`src/hdl/p2ba_pkg.sv`:
```
package p2ba_pkg;

  localparam int MAX_CLASSES      = 11;
  localparam int DEF_COUNT_WIDTH  = 16;
  localparam int SIZE_W           = 11;
  localparam int FIELD_W          = 16;

  localparam logic ACT_ALLOC   = 1'b0;
  localparam logic ACT_RELEASE = 1'b1;

  typedef struct packed {
    logic              valid;
    logic              action;
    logic [SIZE_W-1:0] size;
  } cmd_t;

  typedef struct packed {
    logic                   valid;
    logic                   err;
    logic [MAX_CLASSES-1:0] credit;
    logic [MAX_CLASSES-1:0] debit;
  } plan_t;

endpackage

```
`src/hdl/p2ba_cmd_reg.sv`:
```
module p2ba_cmd_reg (
  input  logic                      clk,
  input  logic                      rst,
  input  logic                      take,
  input  logic                      action,
  input  logic [p2ba_pkg::SIZE_W-1:0] request_size,
  output p2ba_pkg::cmd_t            cmd
);
  import p2ba_pkg::*;

  always_ff @(posedge clk) begin
    if (rst) begin
      cmd.valid <= 1'b0;
    end else begin
      cmd.valid <= take;
    end
    if (take) begin
      cmd.action <= action;
      cmd.size   <= request_size;
    end
  end

endmodule

```
`src/hdl/p2ba_plan.sv`:
```
module p2ba_plan #(
  parameter int NUM_CLASSES = p2ba_pkg::MAX_CLASSES
) (
  input  p2ba_pkg::cmd_t         cmd,
  input  logic [NUM_CLASSES-1:0] nonzero,
  output p2ba_pkg::plan_t        plan
);
  import p2ba_pkg::*;

  logic [NUM_CLASSES-1:0] fit;
  logic [NUM_CLASSES-1:0] exact;
  logic [NUM_CLASSES-1:0] cand;
  logic [NUM_CLASSES-1:0] sel;
  logic [NUM_CLASSES-1:0] size_n;
  logic [NUM_CLASSES-1:0] low_oh;
  logic [NUM_CLASSES-1:0] below_sel;
  logic [NUM_CLASSES-1:0] above_low;
  logic [NUM_CLASSES-1:0] split_credit;
  logic [NUM_CLASSES-1:0] credit_n;
  logic [NUM_CLASSES-1:0] debit_n;
  logic                   hit;
  logic                   is_exact;
  logic                   err;

  genvar i;
  generate
    for (i = 0; i < NUM_CLASSES; i++) begin : g_cmp
      assign fit[i]   = (cmd.size <= (SIZE_W'(1) << i));
      assign exact[i] = (cmd.size == (SIZE_W'(1) << i));
    end
  endgenerate

  assign size_n       = cmd.size[NUM_CLASSES-1:0];
  assign cand         = nonzero & fit;
  assign sel          = cand & (~cand + NUM_CLASSES'(1));
  assign hit          = |cand;
  assign is_exact     = |(sel & exact);
  assign low_oh       = size_n & (~size_n + NUM_CLASSES'(1));
  assign below_sel    = sel - NUM_CLASSES'(1);
  assign above_low    = ~((low_oh - NUM_CLASSES'(1)) | low_oh);
  assign split_credit = below_sel & (low_oh | (above_low & ~size_n));

  always_comb begin
    credit_n = '0;
    debit_n  = '0;
    err      = 1'b0;
    priority if (!cmd.valid) begin
      err = 1'b0;
    end else if (cmd.action == ACT_RELEASE) begin
      credit_n = size_n;
    end else if (cmd.size == '0) begin
      err = 1'b0;
    end else if (!hit) begin
      err = 1'b1;
    end else if (is_exact) begin
      debit_n = sel;
    end else begin
      debit_n  = sel;
      credit_n = split_credit;
    end
  end

  assign plan.valid  = cmd.valid;
  assign plan.err    = err;
  assign plan.credit = MAX_CLASSES'(credit_n);
  assign plan.debit  = MAX_CLASSES'(debit_n);

endmodule

```
`src/hdl/p2ba_counters.sv`:
```
module p2ba_counters #(
  parameter int NUM_CLASSES = p2ba_pkg::MAX_CLASSES,
  parameter int COUNT_WIDTH = p2ba_pkg::DEF_COUNT_WIDTH
) (
  input  logic                                    clk,
  input  logic                                    rst,
  input  p2ba_pkg::plan_t                         plan,
  output logic [NUM_CLASSES-1:0]                  nonzero,
  output logic [NUM_CLASSES-1:0][COUNT_WIDTH-1:0] cnt,
  output logic                                    done,
  output logic                                    alloc_error
);
  import p2ba_pkg::*;

  localparam logic [COUNT_WIDTH-1:0] CountMax = '1;

  logic [NUM_CLASSES-1:0][COUNT_WIDTH-1:0] cnt_next;
  logic [NUM_CLASSES-1:0]                  credit;
  logic [NUM_CLASSES-1:0]                  debit;

  assign credit = plan.credit[NUM_CLASSES-1:0];
  assign debit  = plan.debit[NUM_CLASSES-1:0];

  genvar i;
  generate
    for (i = 0; i < NUM_CLASSES; i++) begin : g_cnt
      assign nonzero[i] = (cnt[i] != '0);
      always_comb begin
        cnt_next[i] = cnt[i];
        if (credit[i] && !debit[i] && cnt[i] != CountMax) begin
          cnt_next[i] = cnt[i] + COUNT_WIDTH'(1);
        end else if (debit[i] && !credit[i] && cnt[i] != '0) begin
          cnt_next[i] = cnt[i] - COUNT_WIDTH'(1);
        end
      end
    end
  endgenerate

  always_ff @(posedge clk) begin
    if (rst) begin
      cnt         <= '0;
      done        <= 1'b0;
      alloc_error <= 1'b0;
    end else begin
      cnt         <= cnt_next;
      done        <= plan.valid;
      alloc_error <= plan.valid & plan.err;
    end
  end

`ifndef SYNTHESIS
  a_no_empty_debit: assert property (@(posedge clk) disable iff (rst)
    plan.valid |-> ((debit & ~nonzero) == '0))
    else $error("debit of an empty class");

  a_disjoint: assert property (@(posedge clk) disable iff (rst)
    plan.valid |-> ((credit & debit) == '0))
    else $error("class credited and debited at once");

  a_err_frozen: assert property (@(posedge clk) disable iff (rst)
    (plan.valid && plan.err) |=> $stable(cnt))
    else $error("counts changed on failed allocate");

  a_done_follows: assert property (@(posedge clk) disable iff (rst)
    plan.valid |=> done)
    else $error("item lost its result strobe");

  a_err_strobed: assert property (@(posedge clk) disable iff (rst)
    alloc_error |-> done)
    else $error("error without result strobe");
`endif

endmodule

```
`src/hdl/power_of_two_block_allocator_unit.sv`:
```
// power-of-two block allocator: counts of free blocks per size class 1..1024
// command channel: start, action, request_size; an item is taken at a clock
// edge where start is high and busy is low; busy is always low, so an item
// can be given in every cycle
// result channel: done strobes for one cycle with alloc_error and
// free_count_0..free_count_10; the receiver must take it in that cycle,
// there is no way to hold results off
// latency: an item taken at edge n has its result on the ports in the cycle
// after edge n+1 (done high), taken at edge n+2
// throughput: one item per cycle; the counter bank is updated from the
// registered item in a single cycle, so the next item sees the new counts
// release credits one block per set size bit; allocate takes an exact
// block or splits the smallest larger free class, or flags alloc_error
// and leaves the counts alone; counters saturate at their width
// reset (rst, synchronous): all counts zero, no item in flight, done low
module power_of_two_block_allocator_unit #(
  parameter int NUM_CLASSES = p2ba_pkg::MAX_CLASSES,
  parameter int COUNT_WIDTH = p2ba_pkg::DEF_COUNT_WIDTH
) (
  input  logic                           clk,
  input  logic                           rst,
  input  logic                           start,
  output logic                           busy,
  input  logic                           action,
  input  logic [p2ba_pkg::SIZE_W-1:0]    request_size,
  output logic                           done,
  output logic                           alloc_error,
  output logic [p2ba_pkg::FIELD_W-1:0]   free_count_0,
  output logic [p2ba_pkg::FIELD_W-1:0]   free_count_1,
  output logic [p2ba_pkg::FIELD_W-1:0]   free_count_2,
  output logic [p2ba_pkg::FIELD_W-1:0]   free_count_3,
  output logic [p2ba_pkg::FIELD_W-1:0]   free_count_4,
  output logic [p2ba_pkg::FIELD_W-1:0]   free_count_5,
  output logic [p2ba_pkg::FIELD_W-1:0]   free_count_6,
  output logic [p2ba_pkg::FIELD_W-1:0]   free_count_7,
  output logic [p2ba_pkg::FIELD_W-1:0]   free_count_8,
  output logic [p2ba_pkg::FIELD_W-1:0]   free_count_9,
  output logic [p2ba_pkg::FIELD_W-1:0]   free_count_10
);
  import p2ba_pkg::*;

  cmd_t                                    cmd;
  plan_t                                   plan;
  logic [NUM_CLASSES-1:0]                  nonzero;
  logic [NUM_CLASSES-1:0][COUNT_WIDTH-1:0] cnt;
  logic [MAX_CLASSES-1:0][FIELD_W-1:0]     fields;

  assign busy = 1'b0;

  p2ba_cmd_reg u_cmd (
    .clk          (clk),
    .rst          (rst),
    .take         (start & ~busy),
    .action       (action),
    .request_size (request_size),
    .cmd          (cmd)
  );

  p2ba_plan #(
    .NUM_CLASSES (NUM_CLASSES)
  ) u_plan (
    .cmd     (cmd),
    .nonzero (nonzero),
    .plan    (plan)
  );

  p2ba_counters #(
    .NUM_CLASSES (NUM_CLASSES),
    .COUNT_WIDTH (COUNT_WIDTH)
  ) u_cnt (
    .clk         (clk),
    .rst         (rst),
    .plan        (plan),
    .nonzero     (nonzero),
    .cnt         (cnt),
    .done        (done),
    .alloc_error (alloc_error)
  );

  genvar i;
  generate
    for (i = 0; i < MAX_CLASSES; i++) begin : g_field
      if (i >= NUM_CLASSES) begin : g_none
        assign fields[i] = '0;
      end else if (COUNT_WIDTH >= FIELD_W) begin : g_trunc
        assign fields[i] = cnt[i][FIELD_W-1:0];
      end else begin : g_ext
        assign fields[i] = FIELD_W'(cnt[i]);
      end
    end
  endgenerate

  assign free_count_0  = fields[0];
  assign free_count_1  = fields[1];
  assign free_count_2  = fields[2];
  assign free_count_3  = fields[3];
  assign free_count_4  = fields[4];
  assign free_count_5  = fields[5];
  assign free_count_6  = fields[6];
  assign free_count_7  = fields[7];
  assign free_count_8  = fields[8];
  assign free_count_9  = fields[9];
  assign free_count_10 = fields[10];

endmodule

```
`config.mk`:
```
export PLATFORM = sky130hd
export DESIGN_NAME = power_of_two_block_allocator_unit
export DESIGN_NICKNAME = d
export VERILOG_FILES = /design/src/hdl/p2ba_pkg.sv /design/src/hdl/p2ba_cmd_reg.sv /design/src/hdl/p2ba_plan.sv /design/src/hdl/p2ba_counters.sv /design/src/hdl/power_of_two_block_allocator_unit.sv
export SDC_FILE = /design/constraint.sdc
export NUM_CORES = 1
export LEC_CHECK = 0
export BUFFER_PORTS_ARGS = -buffer_cell sky130_fd_sc_hd__clkbuf_2
export CAP_MARGIN = 0
export CORE_UTILIZATION = 56
export DETAILED_ROUTE_END_ITERATION = 8
export HOLD_SLACK_MARGIN = 0.03
export MAX_ROUTING_LAYER = met4
export PLACE_DENSITY = 0.78
export REMOVE_ABC_BUFFERS = 1
export SETUP_SLACK_MARGIN = 0.3
export SLEW_MARGIN = 25
export SYNTH_ARGS = -nofsm -noshare
export SYNTH_HDL_FRONTEND = slang
export SYNTH_SLANG_ARGS = --single-unit
```
`constraint.sdc`:
```
create_clock -name clk -period 12.3 [get_ports clk]
set_input_delay 3.075 -clock clk [delete_from_list [all_inputs] [get_ports clk]]
set_output_delay 3.075 -clock clk [all_outputs]
set_load 0.05 [all_outputs]
```
==> results of run 1 <==
-- sequential cells by signal (all words and copies together), names as in the netlist --
name               cells
u_cmd.cmd             13
u_cnt.cnt            176
u_cnt.done             1
u_cnt.alloc_error      1
-- area by class of cell --
type / count / area share
Clock inverter: 11 / 0.0101
Sequential cell: 191 / 0.231
Timing Repair Buffer: 199 / 0.0598
Antenna cell: 1 / 0.000147
Tap cell: 335 / 0.0246
Inverter: 45 / 0.00990
Multi-Input combinational cell: 1535 / 0.637
Clock buffer: 20 / 0.0269
-- tightest hold or removal path: stages, from the launching register on --
cell and delay (ns):
dfxtp_1 0.35, nand2_1 0.07, a21oi_1 0.06
-- metal layers --
metal / part of all wire / track usage / vias up
met1: 0.45 / 0.346 / 6841
met3: 0.042 / 0.0440 / 70
met5: 0 / - / -
met4: 0.025 / 0.0870 / 0
met2: 0.48 / 0.488 / 372
li1: - / - / 7165
-- power breakdown --
group | total, mW | internal [mW] | switching [mW]
Clock | 0.612 | 0.354 | 0.258
Combinational | 1.56 | 0.630 | 0.929
Sequential | 0.804 | 0.694 | 0.111
-- metrics by stage --
step           total power [mW]   util  hold WS, ns  cells
4_1_cts                    2.97  0.646        0.515   2336
2_1_floorplan              2.05      -        0.590   1771
3_3_place_gp               2.32  0.623        0.495   2305
3_5_place_dp               2.36  0.623        0.505   2305
6_report                   2.98  0.647        0.518   2337
5_1_grt                    3.17  0.647        0.555   2337
-- worst min path at each step --
stage / slack (ns) / start / to
6_report: 0.52 / u_cnt.cnt[68]$_SDFFE_PP0P_ / u_cnt.cnt[68]$_SDFFE_PP0P_
4_1_cts: 0.51 / u_cnt.cnt[68]$_SDFFE_PP0P_ / u_cnt.cnt[68]$_SDFFE_PP0P_
3_5_place_dp: 0.50 / u_cnt.cnt[68]$_SDFFE_PP0P_ / u_cnt.cnt[68]$_SDFFE_PP0P_
5_1_grt: 0.55 / u_cnt.cnt[68]$_SDFFE_PP0P_ / u_cnt.cnt[68]$_SDFFE_PP0P_
2_1_floorplan: 0.59 / u_cmd.cmd[12]$_SDFF_PP0_ / u_cnt.done$_SDFF_PP0_
3_3_place_gp: 0.49 / u_cnt.cnt[68]$_SDFFE_PP0P_ / u_cnt.cnt[68]$_SDFFE_PP0P_
-- cell families after synthesis --
logic type | after synthesis | share of synthesized area
AOI/OAI and AO/OA | 399 | 0.175
xor gates and xnor gates | 144 | 0.0830
adders and majority gates | 169 | 0.145
buffers and inverters | 100 | 0.0281
DFF | 191 | 0.259
muxes | 121 | 0.0797
other | 1 | 0.000247
and+or+nand+nor | 701 | 0.230
-- Yosys cell counts (11+ instances only) --
library cell,number
inv_1,45
xor2_1,25
o31ai_1,14
xnor2_1,119
nand3_1,66
dfxtp_1,179
nand2_1,101
a31oi_1,22
fa_1,11
nor2_1,223
buf_4,11
ha_1,158
and3_1,20
a21o_1,33
edfxtp_1,12
nor4_1,51
or2_2,13
nand4_1,61
a211oi_1,22
or3_1,29
a21oi_1,126
nor2b_1,18
clkbuf_1,33
mux2i_1,120
nor3_1,67
nand2b_1,12
o41ai_1,15
o21ai_0,64
o21bai_1,15
==> results.sh, run 1 <==
export IMPL_cts_setup_buffers=0
export IMPL_dpl_worst_slack_ns=5.97
export IMPL_grt_start_max_net_pins=76
export IMPL_fmax_mhz=156
export IMPL_row_count=59
export IMPL_dpl_cell_area_um2=16400
export IMPL_cts_tree="built"
export IMPL_synth_edf_count=12
export IMPL_port_buffers=192
export IMPL_final_common_cell="nor2_1"
export IMPL_cp_depth=19
export IMPL_r2r_end="u_cnt.cnt[63]$_SDFFE_PP0P_"
export IMPL_core_um2=26400
export IMPL_antenna_found_initial=1
export IMPL_yosys_warnings=0
export IMPL_yosysUniqueCellTypes=76
export IMPL_slowest_stage="a2111oi_0"
export IMPL_hold_violations=0
export IMPL_ios=194
export IMPL_ant_nets=0
export IMPL_cp_cell_sequence="inv_1, ha_1, or4b_2, o21ai_0, a22oi_1, a22o_1, or3b_1, a32oi_1, nor2_1, inv_1, ha_1, a21o_1, a21oi_1, o21bai_1, a2111oi_0, nor2_1, a211oi_1, nor4_1, nand4b_1"
export IMPL_die_x_um=167
export IMPL_drt_wl_total_um=39300
export IMPL_ctsHoldBuffers=0
export IMPL_tightest_slew_ns=0.989
export IMPL_root_buffer="clkbuf_16"
export IMPL_cap_violations=0
export IMPL_place_gp_congestion=0.905
export IMPL_path_clk_slew_ns=0.07
export IMPL_clkSinkCount=191
export IMPL_drive_gt1_frac=0.135
export IMPL_via_per_inst=6.18
export IMPL_nFillCells=2266
export IMPL_reg2reg_slack_ns=5.88
export IMPL_path_max_fanout=15
export IMPL_multi_input_area_um2=10900
export IMPL_setup_worst_path_end_class="register"
export IMPL_grt_pass1_wl_um=64500
export IMPL_setup_tns_final_ns=0
export IMPL_synth_top_area_cell="dfxtp_1"
export IMPL_start_util=0.577
export IMPL_ys_seq_area_frac=0.259
export IMPL_drt_iter0_drc=885
export IMPL_synth_area_leaders="dfxtp_1 24%, ha_1 13%, mux2i_1 7.9%, xnor2_1 6.9%, nor2_1 5.5%"
export IMPL_cp_endpoint="u_cnt.cnt[63]$_SDFFE_PP0P_"
export IMPL_setup_slack_ns=5.88
export IMPL_grt_pass1_vias=13500
export IMPL_worstPathRequired_ns=12.62
export IMPL_netlist_area_leader_share=0.236
export IMPL_dr_pass1_iters=5
export IMPL_dp_hpwl_um=29000
export IMPL_numCtsBuffers=17
export IMPL_final_area_um2=17100
export IMPL_worst_slew_margin_rel=0.340
export IMPL_finClkSkew_ns=0.0205
export IMPL_hold_path_class="register to register"
export IMPL_syn_to_final_growth_pct=12.2
export IMPL_worstSetupPathType="register to register"
export IMPL_grtUsageTotal=0.286
export IMPL_clock_path_buffers=2
export IMPL_dr_total_vias=14400
export IMPL_status="finished, final reports clean"
export IMPL_wl_per_cell_um=16.8
export IMPL_slew_violations=0
export IMPL_final_nets=2173
export IMPL_ir_worst_vdd_uv=89.9
export IMPL_ys_ff_latch=191
export IMPL_critPathTopFamily="compound AO/OA/AOI/OAI gates"
export IMPL_rsz0062_at_grt="no"
export IMPL_period_share=0.522
export IMPL_worst_path_largest_cell_delay_ns=0.74
export IMPL_setup_worst_path_start_class="register"
export IMPL_worstSetupStartpoint="u_cmd.cmd[1]$_DFFE_PP_"
export IMPL_regArea_um2=3940
export IMPL_ys_flop_type="dfxtp_1"
export IMPL_die_y_um=167
export IMPL_cp_num_buf_inv=2
export IMPL_final_cell_mix="223 x nor2_1, 191 x clkbuf_2, 179 x dfxtp_1, 158 x ha_1, 126 x a21oi_1"
export IMPL_synth_async_sr_flop_share=0
export IMPL_syn_area_per_cell_um2=8.33
export IMPL_setup_violations=0
export IMPL_crit_arrival_ns=6.73
export IMPL_reg2regPathDepth=19
export IMPL_worstReg2RegStart="u_cmd.cmd[1]$_DFFE_PP_"
export IMPL_synth_cells=1826
export IMPL_hold_depth=2
export IMPL_fp_dieArea_um2=27800
export IMPL_power_leakage_nw=7.44
export IMPL_layout_min_cycle_time_ns=6.42
export IMPL_post_route_drc_count=0
export IMPL_clk_latency_ns=0.44
export IMPL_htreeDepth=4
export IMPL_cts_resized=0
export IMPL_syn_area_um2=15200
export IMPL_p_per_area_nw_per_um2=174
export IMPL_grt_ovfl_total=0
(Power assumes the default switching activity.)
==> inputs of run 2 (changes only) <==
CORE_UTILIZATION = 54   (was 56)
clock period = 5.4 ns   (was 12.3 ns; I/O delays follow)
==> run 2 against run 1 <==
Against the previous run: register-to-register slack got worse by 5.5 ns; core utilization increased by 0.16 points; non-clock buffer count increased by 76; clock-buffer cell count unchanged; via count increased by 3.0%; combinational power increased by 150%; power increased by 130%; worst hold slack improved by 0.0016 ns; clock skew increased by 0.0026 ns.
==> results.sh, run 2 (same netlist as run 1, synthesis figures left out) <==
export IMPL_htreeDepth=4
export IMPL_status="finished, final reports clean"
export IMPL_clock_path_buffers=2
export IMPL_post_route_drc_count=0
export IMPL_final_common_cell="nor2_1"
export IMPL_dr_pass1_iters=7
export IMPL_fin_hold_ws_ns=0.520
export IMPL_final_cell_mix="220 x nor2_1, 191 x clkbuf_2, 179 x dfxtp_1, 155 x ha_1, 123 x a21oi_1"
export IMPL_start_util=0.549
export IMPL_drt_iter0_drc=1143
export IMPL_row_count=61
export IMPL_setup_worst_path_end_class="register"
export IMPL_power_leakage_nw=7.85
export IMPL_fmax_mhz=200
export IMPL_via_per_inst=6.06
export IMPL_port_buffers=192
export IMPL_path_max_fanout=6
export IMPL_period_share=0.924
export IMPL_finClkSkew_ns=0.0231
export IMPL_drive_gt1_frac=0.192
export IMPL_wl_per_cell_um=16.9
export IMPL_grt_start_max_net_pins=103
export IMPL_layout_min_cycle_time_ns=4.99
export IMPL_hold_violations=0
export IMPL_clkSinkCount=191
export IMPL_path_clk_slew_ns=0.08
export IMPL_setup_worst_path_start_class="register"
export IMPL_syn_to_final_growth_pct=18.2
export IMPL_grt_ovfl_total=0
export IMPL_dp_hpwl_um=30000
export IMPL_worst_slew_margin_rel=0.236
export IMPL_crit_arrival_ns=5.28
export IMPL_ios=194
export IMPL_slew_violations=0
export IMPL_drt_wl_total_um=41600
export IMPL_tightest_slew_ns=1.13
export IMPL_cts_tree="built"
export IMPL_grt_pass1_wl_um=65600
export IMPL_p_per_area_nw_per_um2=384
export IMPL_dr_total_vias=14900
export IMPL_numCtsBuffers=17
export IMPL_die_y_um=170
export IMPL_setup_violations=0
export IMPL_rsz0062_at_grt="yes"
export IMPL_regMostFlops="u_cnt.cnt"
export IMPL_dpl_worst_slack_ns=-0.116
export IMPL_place_gp_congestion=0.952
export IMPL_core_um2=27700
export IMPL_ir_worst_vdd_uv=230
export IMPL_reg_top3="u_cnt.cnt (176), u_cmd.cmd (13)"
export IMPL_die_x_um=170
export IMPL_hold_path_class="register to register"
export IMPL_ant_nets=0
export IMPL_grtUsageTotal=0.287
export IMPL_layout_cells_non_filler=2456
export IMPL_nFillCells=2394
export IMPL_antenna_found_initial=0
export IMPL_clk_latency_ns=0.45
export IMPL_fp_dieArea_um2=28800
export IMPL_dp_cells=2408
export IMPL_cap_violations=0
export IMPL_power_mw=6.90
export IMPL_setup_slack_ns=0.410
export IMPL_worstSetupPathType="register to register"
export IMPL_grt_pass1_vias=13500
export IMPL_largest_register_ff_count=176
export IMPL_root_buffer="clkbuf_16"
export IMPL_final_nets=2249
export IMPL_worstPathRequired_ns=5.69
export IMPL_diodes=0
## run 2: cell count changes in the layout (fill, tap and decap cells not counted), sizes merged
cell / delta
buf: +76
bufinv: -4
diode: -1
inv: +3
clkinvlp: +2
## run 2: metal layers
metal	part of all wire	wire length [µm]	GRT usage	vias to the layer above
li1	-	-	-	7312
met1	0.45	18600	0.359	7035
met2	0.47	19400	0.455	430
met3	0.050	2090	0.0464	98
met4	0.036	1520	0.126	0
met5	0	0	-	-
## run 2: area by class of cell
class | count | area (µm²) | area share
clock buffers | 20 | 437 | 0.0243
clock inverters | 12 | 104 | 0.00578
inverters | 45 | 171 | 0.00954
multi-input cells | 1535 | 11300 | 0.626
flip-flops and latches | 191 | 3940 | 0.219
well taps | 378 | 473 | 0.0263
repair buffers | 275 | 1590 | 0.0885
## run 2: worst max-delay path: stages, from the launching register on
cell and delay, ns:
edfxtp_1 0.40, inv_1 0.14, ha_2 0.21, or4b_4 0.51, o31ai_4 0.23, nand2_1 0.11
a22o_1 0.30, or3b_4 0.35, a41oi_2 0.23, buf_4 0.24, ha_1 0.29, inv_1 0.08
o21bai_1 0.15, a2111oi_2 0.39, nor3_1 0.14, a41o_1 0.29, o41ai_2 0.21, buf_4 0.17
mux2i_1 0.17, a31o_2 0.16, a21oi_1 0.06
## run 2: repair_timing
action / CTS / global route
setup endpoints to repair: 36 / 48
resized for setup: 30 / 54
hold buffers: 0 / 0
pin swaps: 5 / 11
setup buffers: 3 / 13
## run 2: report_power, final
part / switching, mW / leakage (nW) / internal, mW
Combinational: 2.27 / 6.02 / 1.61
Clock: 0.620 / 0.256 / 0.605
Sequential: 0.221 / 1.57 / 1.58
## run 2: final timing paths
| check | start | endpoint | slack (ns) | depth (start not counted) |
|---|---|---|---|---|
| worst max register to register | u_cmd.cmd[0]$_DFFE_PP_ | u_cnt.cnt[94]$_SDFFE_PP0P_ | 0.41 | 20 |
| worst max-delay path | u_cmd.cmd[0]$_DFFE_PP_ | u_cnt.cnt[94]$_SDFFE_PP0P_ | 0.41 | 20 |
| worst min register to register | u_cnt.cnt[73]$_SDFFE_PP0P_ | u_cnt.cnt[73]$_SDFFE_PP0P_ | 0.52 | 2 |
| worst min-delay path | u_cnt.cnt[73]$_SDFFE_PP0P_ | u_cnt.cnt[73]$_SDFFE_PP0P_ | 0.52 | 2 |
## run 2: through the flow
| step | utilization | cell area, µm² | setup TNS [ns] |
|---|---|---|---|
| after floorplan | - | 14900 | -0.770 |
| after global placement | 0.610 | 16900 | 0 |
| after detailed placement | 0.610 | 16900 | -0.406 |
| after CTS | 0.635 | 17600 | 0 |
| after global routing | 0.649 | 18000 | 0 |
| final | 0.649 | 18000 | 0 |
==> inputs of run 3 (changes only) <==
CORE_MARGIN = 2   (was not set)
PLACE_DENSITY = 0.75   (was 0.78)
==> run 3 against run 2 <==
Against the previous run: sequential share of layout area is 0.13 points lower; setup slack better by 0.078 ns; largest cell class unchanged; clock-buffer cell count is 1 lower; highest routed layer unchanged; combinational power hardly changed; power is 0.35% higher; critical path type unchanged; critical endpoint is now u_cnt.cnt[125]$_SDFFE_PP0P_; sequential power hardly changed; fmax is 1.6% higher; clock skew is 0.00069 ns higher; die area is 2.4% higher; wire length hardly changed.
==> results.sh, run 3 (same netlist as run 1, synthesis figures left out) <==
export IMPL_setup_tns_final_ns=0
export IMPL_tightest_slew_ns=1.16
export IMPL_port_buffers=192
export IMPL_numCtsBuffers=17
export IMPL_finClkSkew_ns=0.0237
export IMPL_regMostFlops="u_cnt.cnt"
export IMPL_worstSetupStartpoint="u_cmd.cmd[9]$_DFFE_PP_"
export IMPL_clock_path_buffers=2
export IMPL_via_per_inst=6.05
export IMPL_grt_pass1_wl_um=65800
export IMPL_power_leakage_nw=7.89
export IMPL_path_clk_slew_ns=0.09
export IMPL_status="finished, final reports clean"
export IMPL_dp_cells=2405
export IMPL_r2r_end="u_cnt.cnt[125]$_SDFFE_PP0P_"
export IMPL_dp_hpwl_um=30700
export IMPL_core_um2=27800
export IMPL_worst_slew_margin_rel=0.215
export IMPL_period_share=0.910
export IMPL_fp_dieArea_um2=29500
export IMPL_root_buffer="clkbuf_16"
export IMPL_reg2regPathDepth=21
export IMPL_setup_worst_path_start_class="register"
export IMPL_largest_register_ff_count=176
export IMPL_place_gp_congestion=0.991
export IMPL_power_mw=6.93
export IMPL_clk_latency_ns=0.45
export IMPL_wl_per_cell_um=16.9
export IMPL_p_per_area_nw_per_um2=383
export IMPL_layout_cells_non_filler=2458
export IMPL_grt_start_max_net_pins=93
export IMPL_die_y_um=172
export IMPL_nFillCells=2441
export IMPL_grtUsageTotal=0.281
export IMPL_reg_top3="u_cnt.cnt (176), u_cmd.cmd (13)"
export IMPL_setup_slack_ns=0.488
export IMPL_drive_gt1_frac=0.194
export IMPL_hold_path_class="register to register"
export IMPL_final_area_um2=18100
export IMPL_die_x_um=172
export IMPL_dr_pass1_iters=5
export IMPL_cts_tree="built"
export IMPL_antenna_found_initial=2
export IMPL_drt_wl_total_um=41600
export IMPL_cp_endpoint="u_cnt.cnt[125]$_SDFFE_PP0P_"
export IMPL_worstSetupPathType="register to register"
export IMPL_crit_arrival_ns=5.27
export IMPL_fmax_mhz=204
export IMPL_syn_to_final_growth_pct=18.9
export IMPL_clkSinkCount=191
export IMPL_post_route_drc_count=0
export IMPL_dpl_worst_slack_ns=-0.115
export IMPL_ant_nets=0
export IMPL_slew_violations=0
export IMPL_worstPathRequired_ns=5.76
export IMPL_grt_pass1_vias=13500
export IMPL_layout_min_cycle_time_ns=4.91
export IMPL_cap_violations=0
export IMPL_setup_violations=0
export IMPL_reg2reg_slack_ns=0.49
export IMPL_final_nets=2249
export IMPL_start_util=0.547
export IMPL_row_count=61
export IMPL_dr_total_vias=14900
export IMPL_hold_violations=0
export IMPL_drt_iter0_drc=899
export IMPL_worstReg2RegStart="u_cmd.cmd[9]$_DFFE_PP_"
export IMPL_setup_worst_path_end_class="register"
export IMPL_rsz0062_at_grt="yes"
export IMPL_final_common_cell="nor2_1"
export IMPL_ir_worst_vdd_uv=180
export IMPL_final_cell_mix="220 x nor2_1, 191 x clkbuf_2, 179 x dfxtp_1, 151 x ha_1, 122 x a21oi_1"
export IMPL_path_max_fanout=6
export IMPL_ios=194
export IMPL_htreeDepth=4
export IMPL_dpl_cell_area_um2=16900
export IMPL_grt_ovfl_total=0
-- run 3: changes by cell type in the layout (fill, tap and decap cells not counted), moves of 2 or more --
cell / change
inv_6: +2
clkinvlp_4: -3
ha_1: -4
a31oi_4: +2
buf_6: +2
diode_2: +2
ha_4: +4
a41oi_2: -2
buf_4: -3
clkbuf_1: -2
-- run 3: cell type report --
cell class                      instances  area [µm²]  area share
Clock buffer                           19         443      0.0245
Multi-Input combinational cell       1535       11300       0.626
Inverter                               45         171     0.00948
Sequential cell                       191        3940       0.218
Clock inverter                         13         116     0.00643
Antenna cell                            2        5.00    0.000277
Timing Repair Buffer                  275        1610      0.0890
Tap cell                              378         473      0.0262
-- run 3: worst max-delay path: stages, from the launching register on --
cell      delay (ns)
edfxtp_1        0.46
or4_4           0.62
nor4b_4         0.36
a32oi_2         0.13
nand4_1         0.13
buf_4           0.17
nor3_4          0.04
buf_4           0.15
a32oi_4         0.31
nor2_4          0.08
inv_1           0.19
buf_4           0.18
ha_1            0.29
and3_1          0.21
a21oi_1         0.14
o21ai_2         0.10
o41a_1          0.44
buf_4           0.16
a21o_1          0.17
a21oi_1         0.18
nand2_1         0.07
a41o_1          0.23
-- run 3: worst min-delay path by stage --
stage | start | cells past startpoint | slack [ns] | endpoint
after floorplan | u_cmd.cmd[12]$_SDFF_PP0_ | 1 | 0.59 | u_cnt.done$_SDFF_PP0_
after global placement | u_cnt.cnt[87]$_SDFFE_PP0P_ | 2 | 0.50 | u_cnt.cnt[87]$_SDFFE_PP0P_
after detailed placement | u_cnt.cnt[87]$_SDFFE_PP0P_ | 2 | 0.50 | u_cnt.cnt[87]$_SDFFE_PP0P_
after CTS | u_cnt.cnt[87]$_SDFFE_PP0P_ | 2 | 0.52 | u_cnt.cnt[87]$_SDFFE_PP0P_
after global routing | u_cnt.cnt[89]$_SDFFE_PP0P_ | 2 | 0.55 | u_cnt.cnt[89]$_SDFFE_PP0P_
final | u_cnt.cnt[87]$_SDFFE_PP0P_ | 2 | 0.52 | u_cnt.cnt[87]$_SDFFE_PP0P_
-- run 3: report_power, final --
part	total (mW)	internal [mW]	switching, mW
clock network	1.25	0.623	0.628
registers	1.80	1.58	0.224
logic	3.87	1.62	2.25
total	6.93	3.82	3.11
-- run 3: per-stage QoR --
step | util | hold slack (ns)
after floorplan | - | 0.590
after global placement | 0.608 | 0.496
after detailed placement | 0.608 | 0.505
after CTS | 0.632 | 0.517
after global routing | 0.651 | 0.552
final | 0.651 | 0.523
-- run 3: what timing repair did --
action	CTS	global route
resized for setup	26	71
endpoints found under the setup margin	28	45
hold buffers	0	0
setup buffers	4	15
pin swaps	1	19
-- run 3: per-layer routing --
layer | track usage | vias to the layer above | share of wire
li1 | - | 7318 | -
met1 | 0.353 | 7039 | 0.45
met2 | 0.456 | 432 | 0.47
met3 | 0.0444 | 76 | 0.052
met4 | 0.105 | 0 | 0.029
met5 | - | - | 0
